### config.mk
export PLATFORM = sky130hd
export DESIGN_NAME = url_query_pair_decoder_core
export DESIGN_NICKNAME = d
export VERILOG_FILES = /design/src/rtl/uqpd_pkg.sv /design/src/rtl/url_query_pair_decoder_core.sv /design/src/rtl/uqpd_front.sv /design/src/rtl/uqpd_queue.sv /design/src/rtl/uqpd_back.sv
export SDC_FILE = /design/constraint.sdc
export NUM_CORES = 1
export LEC_CHECK = 0
export BUFFER_PORTS_ARGS = -buffer_cell sky130_fd_sc_hd__buf_4
export CAP_MARGIN = 20
export CORE_MARGIN = 2
export CORE_UTILIZATION = 35
export DETAILED_ROUTE_END_ITERATION = 12
export PLACE_DENSITY = 0.53
export SYNTH_ARGS = -nofsm -noshare
export SYNTH_HDL_FRONTEND = slang
export SYNTH_SLANG_ARGS = --single-unit
export TNS_END_PERCENT = 10
### constraint.sdc
create_clock -name clk_i -period 13 [get_ports clk_i]
set_input_delay 0 -clock clk_i [delete_from_list [all_inputs] [get_ports clk_i]]
set_output_delay 0 -clock clk_i [all_outputs]
set_load 0.01 [all_outputs]
### src/rtl/uqpd_pkg.sv
package uqpd_pkg;

  // Result kinds
  typedef enum logic [1:0] {
    KIND_NAME  = 2'd0,
    KIND_VALUE = 2'd1,
    KIND_END   = 2'd2
  } kind_e;

  // Raw query characters
  localparam logic [7:0] CH_AMP     = 8'h26;  // '&'
  localparam logic [7:0] CH_EQ      = 8'h3D;  // '='
  localparam logic [7:0] CH_PLUS    = 8'h2B;  // '+'
  localparam logic [7:0] CH_PCT     = 8'h25;  // '%'
  localparam logic [7:0] CH_SPACE   = 8'h20;  // ' '
  localparam logic [7:0] CH_0       = 8'h30;
  localparam logic [7:0] CH_9       = 8'h39;
  localparam logic [7:0] CH_UA      = 8'h41;
  localparam logic [7:0] CH_UF      = 8'h46;
  localparam logic [7:0] CH_LA      = 8'h61;
  localparam logic [7:0] CH_LF      = 8'h66;
  localparam logic [7:0] CASE_BIT   = 8'h20;
  localparam logic [7:0] HEX_LETTER = 8'd10;

  // Escape progress
  localparam logic [1:0] ESC_NONE  = 2'd0;
  localparam logic [1:0] ESC_PCT   = 2'd1;
  localparam logic [1:0] ESC_DIGIT = 2'd2;

  // Most results one input word can cause
  localparam int unsigned MAX_RES   = 4;
  localparam int unsigned CNT_W     = $clog2(MAX_RES + 1);
  localparam int unsigned IDX_W     = $clog2(MAX_RES);
  // Default depth of the queue between front and back
  localparam int unsigned QUEUE_DEPTH = 2;

  typedef struct packed {
    logic [7:0] char_in;
    logic       has_char;
    logic       end_of_query;
  } in_word_t;

  typedef struct packed {
    kind_e      kind;
    logic [7:0] byte_out;
    logic       had_value;
    logic       last;
    logic       query_done;
  } out_word_t;

  // All results of one input word, slot 0 first
  typedef struct packed {
    logic [CNT_W-1:0]          count;
    out_word_t [MAX_RES-1:0]   res;
  } bundle_t;

  function automatic logic is_hex(input logic [7:0] c);
    is_hex = (c >= CH_0 && c <= CH_9) || (c >= CH_UA && c <= CH_UF) ||
             (c >= CH_LA && c <= CH_LF);
  endfunction

  function automatic logic [3:0] hex_val(input logic [7:0] c);
    logic [7:0] up;
    logic [7:0] diff;
    up = c & ~CASE_BIT;
    if (c >= CH_0 && c <= CH_9) begin
      diff = c - CH_0;
    end else begin
      diff = up - CH_UA + HEX_LETTER;
    end
    hex_val = diff[3:0];
  endfunction

endpackage

### src/rtl/url_query_pair_decoder_core.sv
// The first result of a word passes through the bundle queue and then the output register.
// Throughput: one input word per cycle while each yields at most one result and the
// queue is not full; the output register delivers one result per cycle while out_ready_i
// is high; the queue (QueueDepth bundles) lets the front accept during output bursts.
// Reset (rst_ni low, asynchronous) returns to reading a name with no escape pending
// and empties the queue and output register.
module url_query_pair_decoder_core #(
  parameter int unsigned QueueDepth = uqpd_pkg::QUEUE_DEPTH
) (
  input  logic                clk_i,
  input  logic                rst_ni,
  input  logic                in_valid_i,
  output logic                in_ready_o,
  input  uqpd_pkg::in_word_t  in_word_i,
  output logic                out_valid_o,
  input  logic                out_ready_i,
  output uqpd_pkg::out_word_t out_word_o
);

  logic              push, full, pop, q_valid;
  uqpd_pkg::bundle_t push_bundle, head;

  // Classify bytes and build result bundles
  uqpd_front u_front (
    .clk_i         (clk_i),
    .rst_ni        (rst_ni),
    .in_valid_i    (in_valid_i),
    .in_ready_o    (in_ready_o),
    .in_word_i     (in_word_i),
    .push_o        (push),
    .push_bundle_o (push_bundle),
    .full_i        (full)
  );

  // Decouple front and back
  uqpd_queue #(
    .DEPTH (QueueDepth)
  ) u_queue (
    .clk_i         (clk_i),
    .rst_ni        (rst_ni),
    .push_i        (push),
    .push_bundle_i (push_bundle),
    .full_o        (full),
    .pop_i         (pop),
    .valid_o       (q_valid),
    .head_o        (head)
  );

  // Serialize bundles onto the output channel
  uqpd_back u_back (
    .clk_i       (clk_i),
    .rst_ni      (rst_ni),
    .valid_i     (q_valid),
    .head_i      (head),
    .pop_o       (pop),
    .out_valid_o (out_valid_o),
    .out_ready_i (out_ready_i),
    .out_word_o  (out_word_o)
  );

endmodule

### src/rtl/uqpd_front.sv
module uqpd_front (
  input  logic               clk_i,
  input  logic               rst_ni,
  input  logic               in_valid_i,
  output logic               in_ready_o,
  input  uqpd_pkg::in_word_t in_word_i,
  output logic               push_o,
  output uqpd_pkg::bundle_t  push_bundle_o,
  input  logic               full_i
);

  logic       in_value_q, in_value_d;
  logic [1:0] esc_q, esc_d;
  logic [7:0] first_q, first_d;
  logic       accept;

  uqpd_pkg::bundle_t bundle;

  assign in_ready_o = !full_i;
  assign accept     = in_valid_i && in_ready_o;

  // Decode one word into up to four results and the next state
  always_comb begin
    logic [uqpd_pkg::CNT_W-1:0] n;
    logic [7:0]                 c;
    logic [uqpd_pkg::CNT_W-1:0] lst;
    uqpd_pkg::kind_e            dk;
    logic [1:0]                 stage;

    bundle     = '0;
    n          = '0;
    in_value_d = in_value_q;
    esc_d      = esc_q;
    first_d    = first_q;
    c          = in_word_i.char_in;
    dk         = uqpd_pkg::KIND_NAME;
    stage      = uqpd_pkg::ESC_NONE;

    if (in_word_i.has_char) begin
      dk = in_value_d ? uqpd_pkg::KIND_VALUE : uqpd_pkg::KIND_NAME;
      if (esc_d == uqpd_pkg::ESC_PCT && uqpd_pkg::is_hex(c)) begin
        first_d = c;
        esc_d   = uqpd_pkg::ESC_DIGIT;
      end else if (esc_d == uqpd_pkg::ESC_DIGIT && uqpd_pkg::is_hex(c)) begin
        bundle.res[n[uqpd_pkg::IDX_W-1:0]].kind     = dk;
        bundle.res[n[uqpd_pkg::IDX_W-1:0]].byte_out =
          {uqpd_pkg::hex_val(first_d), uqpd_pkg::hex_val(c)};
        n       = n + 1'b1;
        esc_d   = uqpd_pkg::ESC_NONE;
        first_d = '0;
      end else begin
        // broken escape: pending bytes go out literally
        stage = esc_d;
        esc_d = uqpd_pkg::ESC_NONE;
        if (stage != uqpd_pkg::ESC_NONE) begin
          bundle.res[n[uqpd_pkg::IDX_W-1:0]].kind     = dk;
          bundle.res[n[uqpd_pkg::IDX_W-1:0]].byte_out = uqpd_pkg::CH_PCT;
          n = n + 1'b1;
          if (stage == uqpd_pkg::ESC_DIGIT) begin
            bundle.res[n[uqpd_pkg::IDX_W-1:0]].kind     = dk;
            bundle.res[n[uqpd_pkg::IDX_W-1:0]].byte_out = first_d;
            n = n + 1'b1;
          end
          first_d = '0;
        end
        // plain byte
        if (c == uqpd_pkg::CH_AMP) begin
          bundle.res[n[uqpd_pkg::IDX_W-1:0]].kind      = uqpd_pkg::KIND_END;
          bundle.res[n[uqpd_pkg::IDX_W-1:0]].had_value = in_value_d;
          n          = n + 1'b1;
          in_value_d = 1'b0;
        end else if (c == uqpd_pkg::CH_EQ && !in_value_d) begin
          in_value_d = 1'b1;
        end else if (c == uqpd_pkg::CH_PCT) begin
          esc_d = uqpd_pkg::ESC_PCT;
        end else begin
          bundle.res[n[uqpd_pkg::IDX_W-1:0]].kind     = dk;
          bundle.res[n[uqpd_pkg::IDX_W-1:0]].byte_out =
            (c == uqpd_pkg::CH_PLUS) ? uqpd_pkg::CH_SPACE : c;
          n = n + 1'b1;
        end
      end
    end

    // end of query: flush, close the pair, return to reset state
    if (in_word_i.end_of_query) begin
      dk = in_value_d ? uqpd_pkg::KIND_VALUE : uqpd_pkg::KIND_NAME;
      if (esc_d != uqpd_pkg::ESC_NONE) begin
        bundle.res[n[uqpd_pkg::IDX_W-1:0]].kind     = dk;
        bundle.res[n[uqpd_pkg::IDX_W-1:0]].byte_out = uqpd_pkg::CH_PCT;
        n = n + 1'b1;
        if (esc_d == uqpd_pkg::ESC_DIGIT) begin
          bundle.res[n[uqpd_pkg::IDX_W-1:0]].kind     = dk;
          bundle.res[n[uqpd_pkg::IDX_W-1:0]].byte_out = first_d;
          n = n + 1'b1;
        end
      end
      bundle.res[n[uqpd_pkg::IDX_W-1:0]].kind       = uqpd_pkg::KIND_END;
      bundle.res[n[uqpd_pkg::IDX_W-1:0]].had_value  = in_value_d;
      bundle.res[n[uqpd_pkg::IDX_W-1:0]].query_done = 1'b1;
      n          = n + 1'b1;
      in_value_d = 1'b0;
      esc_d      = uqpd_pkg::ESC_NONE;
      first_d    = '0;
    end

    // mark the final result of this word
    lst = n - 1'b1;
    if (n != '0) begin
      bundle.res[lst[uqpd_pkg::IDX_W-1:0]].last = 1'b1;
    end
    bundle.count = n;
  end

  assign push_o        = accept && (bundle.count != '0);
  assign push_bundle_o = bundle;

  // Decoder state
  always_ff @(posedge clk_i or negedge rst_ni) begin
    if (!rst_ni) begin
      in_value_q <= 1'b0;
      esc_q      <= uqpd_pkg::ESC_NONE;
      first_q    <= '0;
    end else if (accept) begin
      in_value_q <= in_value_d;
      esc_q      <= esc_d;
      first_q    <= first_d;
    end
  end

endmodule

### src/rtl/uqpd_queue.sv
module uqpd_queue #(
  parameter int unsigned DEPTH = uqpd_pkg::QUEUE_DEPTH
) (
  input  logic              clk_i,
  input  logic              rst_ni,
  input  logic              push_i,
  input  uqpd_pkg::bundle_t push_bundle_i,
  output logic              full_o,
  input  logic              pop_i,
  output logic              valid_o,
  output uqpd_pkg::bundle_t head_o
);

  localparam int unsigned PTR_W = $clog2(DEPTH);
  localparam int unsigned FILL_W = $clog2(DEPTH + 1);
  localparam logic [PTR_W-1:0] LAST_PTR = PTR_W'(DEPTH - 1);
  localparam logic [FILL_W-1:0] FULL_FILL = FILL_W'(DEPTH);

  uqpd_pkg::bundle_t mem_q [DEPTH];
  logic [PTR_W-1:0]  wr_q, wr_d, rd_q, rd_d;
  logic [FILL_W-1:0] fill_q, fill_d;
  logic              do_pop;

  assign full_o  = (fill_q == FULL_FILL);
  assign valid_o = (fill_q != '0);
  assign head_o  = mem_q[rd_q];
  assign do_pop  = pop_i && valid_o;

  // Pointer and fill bookkeeping
  always_comb begin
    wr_d   = wr_q;
    rd_d   = rd_q;
    fill_d = fill_q;
    if (push_i) begin
      wr_d = (wr_q == LAST_PTR) ? '0 : wr_q + 1'b1;
    end
    if (do_pop) begin
      rd_d = (rd_q == LAST_PTR) ? '0 : rd_q + 1'b1;
    end
    if (push_i && !do_pop) begin
      fill_d = fill_q + 1'b1;
    end else if (!push_i && do_pop) begin
      fill_d = fill_q - 1'b1;
    end
  end

  always_ff @(posedge clk_i or negedge rst_ni) begin
    if (!rst_ni) begin
      wr_q   <= '0;
      rd_q   <= '0;
      fill_q <= '0;
    end else begin
      wr_q   <= wr_d;
      rd_q   <= rd_d;
      fill_q <= fill_d;
    end
  end

  // Storage
  always_ff @(posedge clk_i) begin
    if (push_i) begin
      mem_q[wr_q] <= push_bundle_i;
    end
  end

endmodule

### src/rtl/uqpd_back.sv
module uqpd_back (
  input  logic                clk_i,
  input  logic                rst_ni,
  input  logic                valid_i,
  input  uqpd_pkg::bundle_t   head_i,
  output logic                pop_o,
  output logic                out_valid_o,
  input  logic                out_ready_i,
  output uqpd_pkg::out_word_t out_word_o
);

  logic [uqpd_pkg::IDX_W-1:0] idx_q, idx_d;
  logic                       out_valid_q, out_valid_d;
  uqpd_pkg::out_word_t        out_q;
  logic                       load;
  logic                       at_end;
  logic [uqpd_pkg::CNT_W-1:0] next_cnt;

  // Output register takes a new word when empty or being drained
  assign load     = valid_i && (!out_valid_q || out_ready_i);
  assign next_cnt = {{(uqpd_pkg::CNT_W - uqpd_pkg::IDX_W){1'b0}}, idx_q} + 1'b1;
  assign at_end   = (next_cnt == head_i.count);
  assign pop_o    = load && at_end;

  always_comb begin
    idx_d       = idx_q;
    out_valid_d = out_valid_q;
    if (load) begin
      idx_d       = at_end ? '0 : idx_q + 1'b1;
      out_valid_d = 1'b1;
    end else if (out_ready_i) begin
      out_valid_d = 1'b0;
    end
  end

  always_ff @(posedge clk_i or negedge rst_ni) begin
    if (!rst_ni) begin
      idx_q       <= '0;
      out_valid_q <= 1'b0;
    end else begin
      idx_q       <= idx_d;
      out_valid_q <= out_valid_d;
    end
  end

  always_ff @(posedge clk_i) begin
    if (load) begin
      out_q <= head_i.res[idx_q];
    end
  end

  assign out_valid_o = out_valid_q;
  assign out_word_o  = out_q;

endmodule

==> impl_metrics.env, run 1 <==
export IMPL_outcome="finished clean"
export IMPL_drive_gt1_share_pct=20.7
export IMPL_min_from="in_word_i[3]"
export IMPL_cts_tree="built"
export IMPL_slew_viol_final=0
export IMPL_startpoint_type="flip-flop"
export IMPL_r2r_end="u_queue.mem_q[0][21]"
export IMPL_arrival_ns=4.77
export IMPL_tightest_slew_ns=0.873
export IMPL_p_total_mw=1.56
export IMPL_hp_class="input pin to flip-flop"
export IMPL_async_flop_share_pct=12.8
export IMPL_r2r_cells=14
export IMPL_finClkSkew_ns=0.0104
export IMPL_vdd_drop_max_v=0.0000923
export IMPL_dp_hpwl_mm=11.7
export IMPL_fin_tns_setup_ns=0
export IMPL_nets=624
export IMPL_clock_latency_ns=0.42
export IMPL_routed_wl_mm=17.5
export IMPL_die_h_um=149
export IMPL_final_common_cell="edfxtp_1"
export IMPL_fmax_mhz=212
export IMPL_whs_endpoint="u_front.first_q[1]"
export IMPL_synth_area_per_cell_um2=13.1
export IMPL_synth_enable_flop_cells=123
export IMPL_initial_core_util_pct=35.9
export IMPL_grt_pass1_vias=4758
export IMPL_wire_per_inst_um=20.1
export IMPL_grt_start_max_net_pins=56
export IMPL_ys_ff_latch=141
export IMPL_gp_congestion=0.925
export IMPL_root_buffer="clkbuf_16"
export IMPL_rsz0062_at_grt="no"
export IMPL_ys_types=77
export IMPL_grt_overflow_total=0
export IMPL_cts_buffers=17
export IMPL_slew_headroom_pct=41.7
export IMPL_ys_flop_type="edfxtp_1"
export IMPL_synthToLayoutAreaGrowth_pct=16.1
export IMPL_io_buffers=28
export IMPL_final_cell_mix="edfxtp_1 (123), nand2_1 (48), buf_4 (34)"
export IMPL_synth_nets=593
export IMPL_cts_resized_gates=0
export IMPL_powerDensity_nw_per_um2=184
export IMPL_finalCritPeriodShare_pct=36.4
export IMPL_grt_usage_pct=16.5
export IMPL_cap_violations=0
export IMPL_setup_viol=0
export IMPL_leakagePower_nw=3.02
export IMPL_synth_seq_area_share_pct=56.7
export IMPL_diodes=0
export IMPL_route_vias_total=4832
export IMPL_antenna_found_initial=0
export IMPL_rrSetupSlack_ns=8.27
export IMPL_io_pins=29
export IMPL_ant_nets=0
export IMPL_grt_pass1_wl_mm=27.6
export IMPL_synthCells=557
export IMPL_routed_via_density=5.56
export IMPL_chipWidth_um=149
export IMPL_drc=0
export IMPL_end_kind="flip-flop"
export IMPL_post_route_min_period_ns=4.73
export IMPL_drtPass1Iterations=6
export IMPL_holdBufCountCts=11
export IMPL_h_tree_depth=4
export IMPL_syn_area_um2=7310
export IMPL_cp_max_fo=55
export IMPL_clk_pin_slew_ns=0.06
export IMPL_rows=52
export IMPL_post_cts_buffers=0
export IMPL_finalHoldViolations=0
export IMPL_drtIter0Drc=718
export IMPL_r2r_start="u_front.esc_q[1]"
export IMPL_cp_required_ns=13.04
export IMPL_ys_warn_count=0
export IMPL_whs_path_depth=3
export IMPL_clockBufferDepth=2
export IMPL_cts_sinks=141
export IMPL_core_area_um2=20400
export IMPL_dieArea_um2=22100
export IMPL_crit_type="flip-flop to flip-flop"
metal layers:
metal  share of wire [%]  up-vias  GRT usage (%)
met5                   0        -              0
met4                 1.9        0           5.33
met3                 5.7       33           3.13
met2                  46      207           25.5
met1                  46     2379           23.6
li1                    -     2213              -
sequential cells by signal, summed over array words and instances, names as in the netlist:
signal	flops
u_queue.fill_q	2
u_back.out_word_o	13
u_front.first_q	8
u_queue.rd_q	1
u_queue.mem_q	110
u_back.out_valid_o	1
u_back.idx_q	2
u_queue.wr_q	1
u_front.in_value_q	1
u_front.esc_q	2
final cells by class:
cell class	instances	area, um^2
well taps	270	338
flip-flops and latches	141	4150
clock inverters	11	174
clock buffers	19	433
repair buffers	45	365
inverters	24	90.1
multi-input cells	359	2940
fillers	1860	11900
through the flow:
step | hold slack (ns) | cell area [um^2] | cells | setup slack, ns | util [%]
after CTS | 0.0107 | 8480 | 868 | 8.29 | 41.7
final | 0.0188 | 8490 | 869 | 8.27 | 41.7
after detailed placement | -0.105 | 7760 | 827 | 8.35 | 38.1
after global routing | 0.0324 | 8490 | 869 | 7.94 | 41.7
after global placement | -0.109 | 7760 | 827 | 8.57 | 38.1
after floorplan | -0.296 | 7310 | 557 | 7.25 | -
power by group:
part           internal [mW]  switching [mW]
Clock                  0.334           0.174
Combinational          0.197           0.204
Sequential             0.606          0.0457
worst max-delay path by stage:
stage / start / end / slack, ns / cells past startpoint
global placement: u_front.esc_q[1] / u_queue.fill_q[1] / 8.57 / 18
global route: u_front.esc_q[1] / u_queue.mem_q[0][9] / 7.94 / 14
floorplan: in_word_i[3] / u_queue.mem_q[0][0] / 7.25 / 17
CTS: u_front.esc_q[1] / u_queue.mem_q[0][9] / 8.29 / 14
finish: u_front.esc_q[1] / u_queue.mem_q[0][21] / 8.27 / 14
detailed placement: u_front.esc_q[1] / u_queue.fill_q[1] / 8.35 / 18
synth_stat cells (2+ instances only):
cell / number / area share (%)
a21o_1: 3 / 0.31
a21oi_1: 29 / 2.0
a22o_1: 4 / 0.48
a22oi_1: 20 / 2.1
a2bb2oi_2: 2 / 0.41
a31oi_1: 7 / 0.60
a32oi_1: 2 / 0.24
and2_1: 7 / 0.60
and4_1: 2 / 0.24
buf_1: 4 / 0.21
buf_2: 7 / 0.48
buf_6: 2 / 0.31
clkbuf_1: 19 / 0.98
dfrtp_1: 18 / 6.2
edfxtp_1: 123 / 50
ha_1: 22 / 3.8
inv_1: 22 / 1.1
inv_2: 2 / 0.10
mux2_2: 13 / 2.0
mux2i_1: 4 / 0.55
mux4_2: 26 / 8.0
nand2_1: 48 / 2.5
nand2b_1: 3 / 0.26
nand3_1: 11 / 0.75
nand4_1: 6 / 0.51
nand4b_1: 3 / 0.36
nand4bb_1: 2 / 0.31
nor2_1: 33 / 1.7
nor2_2: 2 / 0.17
nor2b_1: 7 / 0.60
nor3_1: 4 / 0.27
nor3_2: 3 / 0.41
o2111ai_1: 2 / 0.24
o211ai_1: 4 / 0.41
o21ai_0: 10 / 0.68
o21ai_1: 9 / 0.62
o21bai_1: 3 / 0.31
o221a_2: 2 / 0.31
o221ai_1: 2 / 0.24
o22ai_1: 14 / 1.2
o2bb2ai_1: 2 / 0.24
o31ai_4: 2 / 0.58
or2_1: 2 / 0.17
xnor2_1: 9 / 1.1
xor2_1: 4 / 0.48
logic make-up (layout without fill, tap and decap cells):
kind of cell,count (synthesis),after routing,share of synthesized area [%]
and+or+nand+nor,146,146,10.5
muxes,44,44,10.9
AOI/OAI and AO/OA,133,133,13.1
xor gates and xnor gates,14,14,1.78
DFF,141,141,56.7
buffers and inverters,57,99,3.30
adders and majority gates,22,22,3.76
critical path: stages, from the launching register on:
cell     delay (ns)
dfrtp_1        0.70
nor2b_1        0.65
o22ai_1        0.30
and3_4         0.29
inv_1          0.13
ha_1           0.23
o21a_1         0.13
nor2_1         0.05
a21oi_1        0.20
ha_1           0.23
nand2_1        0.15
o31ai_1        0.39
o41ai_4        0.16
nor2_4         0.10
buf_4          0.57
Note: power is estimated with default switching activity, not from simulation.
==> run 2, diff against run 1 <==
==> constraint.sdc (replaced) <==
create_clock -name clk_i -period 4.44 [get_ports clk_i]
set_input_delay 0 -clock clk_i [delete_from_list [all_inputs] [get_ports clk_i]]
set_output_delay 0 -clock clk_i [all_outputs]
set_load 0.01 [all_outputs]
==> run 2 against run 1 <==
Final cell count increased by 3.0%. Clock-buffer cell count fell by 1. First-iteration DRC count down 27%. Hold slack better by 0.020 ns. Flip-flop and latch count unchanged.
==> impl_metrics.env, run 2 (synthesis results as in run 1) <==
export IMPL_post_route_min_period_ns=4.12
export IMPL_diodes=0
export IMPL_initial_core_util_pct=35.9
export IMPL_core_area_um2=20400
export IMPL_outcome="finished clean"
export IMPL_powerDensity_nw_per_um2=519
export IMPL_ant_nets=0
export IMPL_routed_via_density=5.48
export IMPL_h_tree_depth=4
export IMPL_dieArea_um2=22100
export IMPL_drive_gt1_share_pct=24.6
export IMPL_clockBufferDepth=2
export IMPL_drtPass1Iterations=7
export IMPL_cts_sinks=141
export IMPL_finClkSkew_ns=0.0110
export IMPL_largest_reg_flops=110
export IMPL_startpoint_type="input pin"
export IMPL_end_kind="flip-flop"
export IMPL_cp_max_fo=13
export IMPL_routed_wl_mm=17.4
export IMPL_rows=52
export IMPL_grt_usage_pct=16.5
export IMPL_setup_viol=0
export IMPL_route_vias_total=4907
export IMPL_finalHoldViolations=0
export IMPL_swShare_pct=28.8
export IMPL_wire_per_inst_um=19.4
export IMPL_fmax_mhz=242
export IMPL_pwr_share_seq_pct=42.5
export IMPL_clk_pin_slew_ns=0.06
export IMPL_dp_worst_setup_slack_ns=-0.0635
export IMPL_gp_congestion=0.924
export IMPL_vdd_drop_max_v=0.000276
export IMPL_clock_latency_ns=0.42
export IMPL_power_switching_mw=1.30
export IMPL_dp_hpwl_mm=12.2
export IMPL_antenna_found_initial=0
export IMPL_drc=0
export IMPL_cts_tree="built"
export IMPL_p_total_mw=4.51
export IMPL_intPower_mw=3.21
export IMPL_chipWidth_um=149
export IMPL_combPwrFrac_pct=26.9
export IMPL_io_pins=29
export IMPL_placed_area_um2=7910
export IMPL_die_h_um=149
export IMPL_crit_type="input pin to flip-flop"
export IMPL_nets=648
export IMPL_root_buffer="clkbuf_16"
export IMPL_post_route_cell_area_um2=8690
export IMPL_grt_pass1_vias=4862
export IMPL_cts_buffers=17
export IMPL_regMostFlops="u_queue.mem_q"
export IMPL_grt_start_max_net_pins=31
export IMPL_whs_ns=0.0393
export IMPL_hp_class="input pin to flip-flop"
export IMPL_leakagePower_nw=3.14
export IMPL_final_common_cell="edfxtp_1"
export IMPL_final_cell_mix="edfxtp_1 (123), buf_4 (52), nand2_1 (47)"
export IMPL_fin_tns_setup_ns=0
export IMPL_finalCritPeriodShare_pct=92.9
export IMPL_io_buffers=28
export IMPL_r2r_cells=19
export IMPL_layout_cells_non_filler=895
export IMPL_whs_path_depth=3
export IMPL_slew_headroom_pct=39.8
export IMPL_place_inst=841
export IMPL_tightest_slew_ns=0.900
export IMPL_cap_violations=0
export IMPL_p_clk_share_pct=30.6
export IMPL_cp_required_ns=4.79
export IMPL_arrival_ns=4.47
export IMPL_grt_pass1_wl_mm=27.8
export IMPL_finish_utilization_pct=42.7
export IMPL_synthToLayoutAreaGrowth_pct=18.7
export IMPL_layout_setup_ws_ns=0.316
export IMPL_drtIter0Drc=523
export IMPL_grt_overflow_total=0
export IMPL_fillCellCount=1862
export IMPL_slew_viol_final=0
export IMPL_rsz0062_at_grt="no"
run 2: cell types whose count changed in the layout (fill, tap and decap cells not counted), moves of 3 or more:
cell / before / now
buf_12: 0 / 3
clkinvlp_4: 0 / 3
clkinv_1: 5 / 2
buf_4: 34 / 52
clkinv_4: 0 / 3
bufinv_16: 5 / 2
run 2: timing repair:
action / 4_1_cts / 5_1_grt
endpoints found under the hold margin: 26 / 0
setup buffers: 0 / 7
gates resized for setup: 0 / 2
endpoints found under the setup margin: 0 / 57
hold buffers: 13 / 0
run 2: cell type report:
class                      count  area [um^2]  area share [%]
clock inverter                14          144            1.66
tap                          270          338            3.89
multi-input combinational    360         2960            34.1
clock buffer                  18          429            4.94
timing repair buffer          68          581            6.68
sequential                   141         4150            47.7
inverter                      24         90.1            1.04
run 2: path summary, 6_finish.rpt:
path | slack [ns] | start | end
worst max-delay path | 0.32 | in_word_i[4] | u_queue.fill_q[1]
worst min register to register | 0.52 | u_back.out_valid_o | u_back.out_valid_o
max in group asynchronous | 3.05 | rst_ni | u_queue.rd_q
min in group asynchronous | 0.77 | rst_ni | u_front.first_q[3]
worst min-delay path | 0.04 | in_word_i[6] | u_front.first_q[4]
worst max register to register | 0.49 | u_front.esc_q[0] | u_queue.fill_q[1]
run 2: worst max-delay path, stage by stage:
cell and delay [ns]:
dlygate4sd3_1 0.53, buf_4 0.19, or3b_1 0.40, nand4b_2 0.14, nor2_2 0.06, o22ai_2 0.21
and3_4 0.24, inv_1 0.09, ha_1 0.23, o21a_1 0.19, nor2_1 0.13, a21oi_1 0.12
ha_1 0.24, nand2_2 0.13, nor3_1 0.06, a41o_1 0.24, o41ai_4 0.43, buf_4 0.21
inv_1 0.04, ha_1 0.31, nor2_1 0.14, xor2_1 0.15
run 2: power by group through the flow:
stage	Sequential, mW	Combinational (mW)	Clock, mW
after floorplan	1.92	0.827	0
after detailed placement	1.95	1.21	0
after global routing	1.95	1.34	1.46
after CTS	1.92	1.23	1.40
final	1.92	1.21	1.38
after global placement	1.94	1.21	0
run 2: routing by layer:
metal | vias to the layer above | track usage [%] | wire length, um
li1 | 2259 | - | -
met1 | 2457 | 24.6 | 8440
met2 | 165 | 24.0 | 7630
met3 | 26 | 3.37 | 955
met4 | 0 | 5.67 | 348
met5 | - | 0 | 0
==> run 3, diff against run 2 <==
--- a/config.mk
+++ b/config.mk
@@ -11,6 +11,7 @@
 export CORE_UTILIZATION = 35
 export DETAILED_ROUTE_END_ITERATION = 12
 export PLACE_DENSITY = 0.53
+export RECOVER_POWER = 25
 export SYNTH_ARGS = -nofsm -noshare
 export SYNTH_HDL_FRONTEND = slang
 export SYNTH_SLANG_ARGS = --single-unit
==> run 3 against run 2 <==
The run now ends with max-capacitance violations, max-slew violations left. Highest routed layer unchanged. Critical path type unchanged. Largest cell class unchanged. Global-route usage unchanged. Die area unchanged. Via count down 0.41%.
==> impl_metrics.env, run 3 (synthesis results as in run 1) <==
export IMPL_cts_sinks=141
export IMPL_setup_viol=0
export IMPL_routed_top_layer="met4"
export IMPL_diodes=0
export IMPL_drc=0
export IMPL_place_inst=841
export IMPL_ant_nets=0
export IMPL_startpoint_type="input pin"
export IMPL_grt_overflow_total=0
export IMPL_dp_hpwl_mm=12.2
export IMPL_tightest_slew_ns=1.85
export IMPL_final_common_cell="edfxtp_1"
export IMPL_post_route_min_period_ns=4.20
export IMPL_gp_congestion=0.924
export IMPL_routed_via_density=5.46
export IMPL_grt_pass1_vias=4862
export IMPL_met1_length_mm=8.53
export IMPL_finalHoldViolations=0
export IMPL_cp_top_family="simple AND/OR/NAND/NOR gates"
export IMPL_wl_met3_um=864
export IMPL_clk_pin_slew_ns=0.06
export IMPL_drtPass1Iterations=6
export IMPL_drive_gt1_share_pct=21.3
export IMPL_fmax_mhz=238
export IMPL_grt_start_max_net_pins=31
export IMPL_synthToLayoutAreaGrowth_pct=17.7
export IMPL_register_area_um2=4150
export IMPL_finish_utilization_pct=42.3
export IMPL_cap_violations=1
export IMPL_drtIter0Drc=524
export IMPL_chipWidth_um=149
export IMPL_cp_cell_sequence="dlygate4sd3_1, buf_4, and4bb_4, nand2_2, nor2_1, mux2i_4, inv_1, ha_1, o21a_1, nor2_1, a21oi_1, ha_1, and2_1, a21oi_2, inv_2, o41ai_4, buf_4, inv_1, ha_1, nor2_1, xor2_1"
export IMPL_core_area_um2=20400
export IMPL_outcome="complete, but fails checks"
export IMPL_largest_reg_flops=110
export IMPL_slew_headroom_pct=-23.4
export IMPL_leakagePower_nw=3.08
export IMPL_final_cell_mix="edfxtp_1 (123), nand2_1 (47), buf_4 (34)"
export IMPL_io_pins=29
export IMPL_layout_setup_ws_ns=0.240
export IMPL_cp_required_ns=4.79
export IMPL_max_stage_delay_ns=0.53
export IMPL_arrival_ns=4.55
export IMPL_violations="max-capacitance violations, max-slew violations"
export IMPL_nets=648
export IMPL_rsz0062_at_grt="no"
export IMPL_clock_latency_ns=0.42
export IMPL_die_h_um=149
export IMPL_initial_core_util_pct=35.9
export IMPL_powerDensity_nw_per_um2=518
export IMPL_io_buffers=28
export IMPL_antenna_found_initial=0
export IMPL_fin_tns_setup_ns=0
export IMPL_grt_usage_pct=16.5
export IMPL_wire_per_inst_um=19.5
export IMPL_multi_input_area_um2=2950
export IMPL_route_vias_total=4887
export IMPL_slew_viol_final=31
export IMPL_vdd_drop_max_v=0.000273
export IMPL_p_total_mw=4.46
export IMPL_h_tree_depth=4
export IMPL_clockBufferDepth=2
export IMPL_cts_buffers=17
export IMPL_grt_pass1_wl_mm=27.8
export IMPL_root_buffer="clkbuf_16"
export IMPL_dp_worst_setup_slack_ns=-0.0635
export IMPL_routed_wl_mm=17.4
export IMPL_end_kind="flip-flop"
export IMPL_finalCritPeriodShare_pct=94.6
export IMPL_finClkSkew_ns=0.0146
export IMPL_crit_type="input pin to flip-flop"
export IMPL_cp_max_fo=11
export IMPL_cp_slowest_cell="dlygate4sd3_1"
export IMPL_dieArea_um2=22100
export IMPL_path_buf_inv=6
export IMPL_rows=52
export IMPL_regMostFlops="u_queue.mem_q"
export IMPL_fillCellCount=1872
export IMPL_hp_class="input pin to flip-flop"
export IMPL_wl_met2_mm=7.71
export IMPL_cts_tree="built"
export IMPL_layout_cells_non_filler=895
[run 3: what timing repair did]
action / in CTS / in global routing
resized for setup: 0 / 2
setup buffers: 0 / 7
endpoints found under the hold margin: 26 / 0
hold buffers: 13 / 0
setup endpoints to repair: 0 / 57
[run 3: path summary, 6_finish.rpt]
check / endpoint / cells past startpoint / start / slack [ns]
worst max-delay path: u_queue.fill_q[1] / 21 / in_word_i[8] / 0.24
worst min-delay path: u_front.first_q[4] / 3 / in_word_i[6] / 0.04
worst max register to register: u_queue.fill_q[1] / 18 / u_front.in_value_q / 0.42
worst min register to register: u_queue.fill_q[1] / 1 / u_queue.fill_q[1] / 0.52
max in group asynchronous: u_queue.rd_q / 3 / rst_ni / 3.04
min in group asynchronous: u_front.first_q[3] / 3 / rst_ni / 0.79
[run 3: power breakdown]
part / leakage, nW / switching (mW) / total, mW / internal (mW)
clock: 0.272 / 0.550 / 1.38 / 0.825
sequential: 1.40 / 0.149 / 1.92 / 1.77
combinational: 1.40 / 0.596 / 1.16 / 0.569
total: 3.08 / 1.30 / 4.46 / 3.16
[run 3: area by class of cell]
| class | count | area share [%] |
|---|---|---|
| clock inverters | 14 | 1.67 |
| multi-input cells | 360 | 34.2 |
| inverters | 24 | 1.05 |
| repair buffers | 68 | 6.00 |
| well taps | 270 | 3.92 |
| clock buffers | 18 | 4.99 |
| flip-flops and latches | 141 | 48.2 |
[run 3: per-layer routing]
layer	vias up	track usage (%)
met4	0	5.67
met2	160	24.0
li1	2265	-
met5	-	0
met1	2433	24.6
met3	29	3.37
[run 3: through the flow]
stage / area [um^2] / hold slack (ns)
6_report: 8610 / 0.0433
5_1_grt: 8610 / 0.0442
4_1_cts: 8610 / 0.0202
3_5_place_dp: 7910 / -0.105
3_3_place_gp: 7910 / -0.107
2_1_floorplan: 7320 / -0.296
[run 3: tightest hold or removal path: stages]
cell and delay [ns]:
buf_4 0.21, a22oi_1 0.10, o21ai_1 0.12
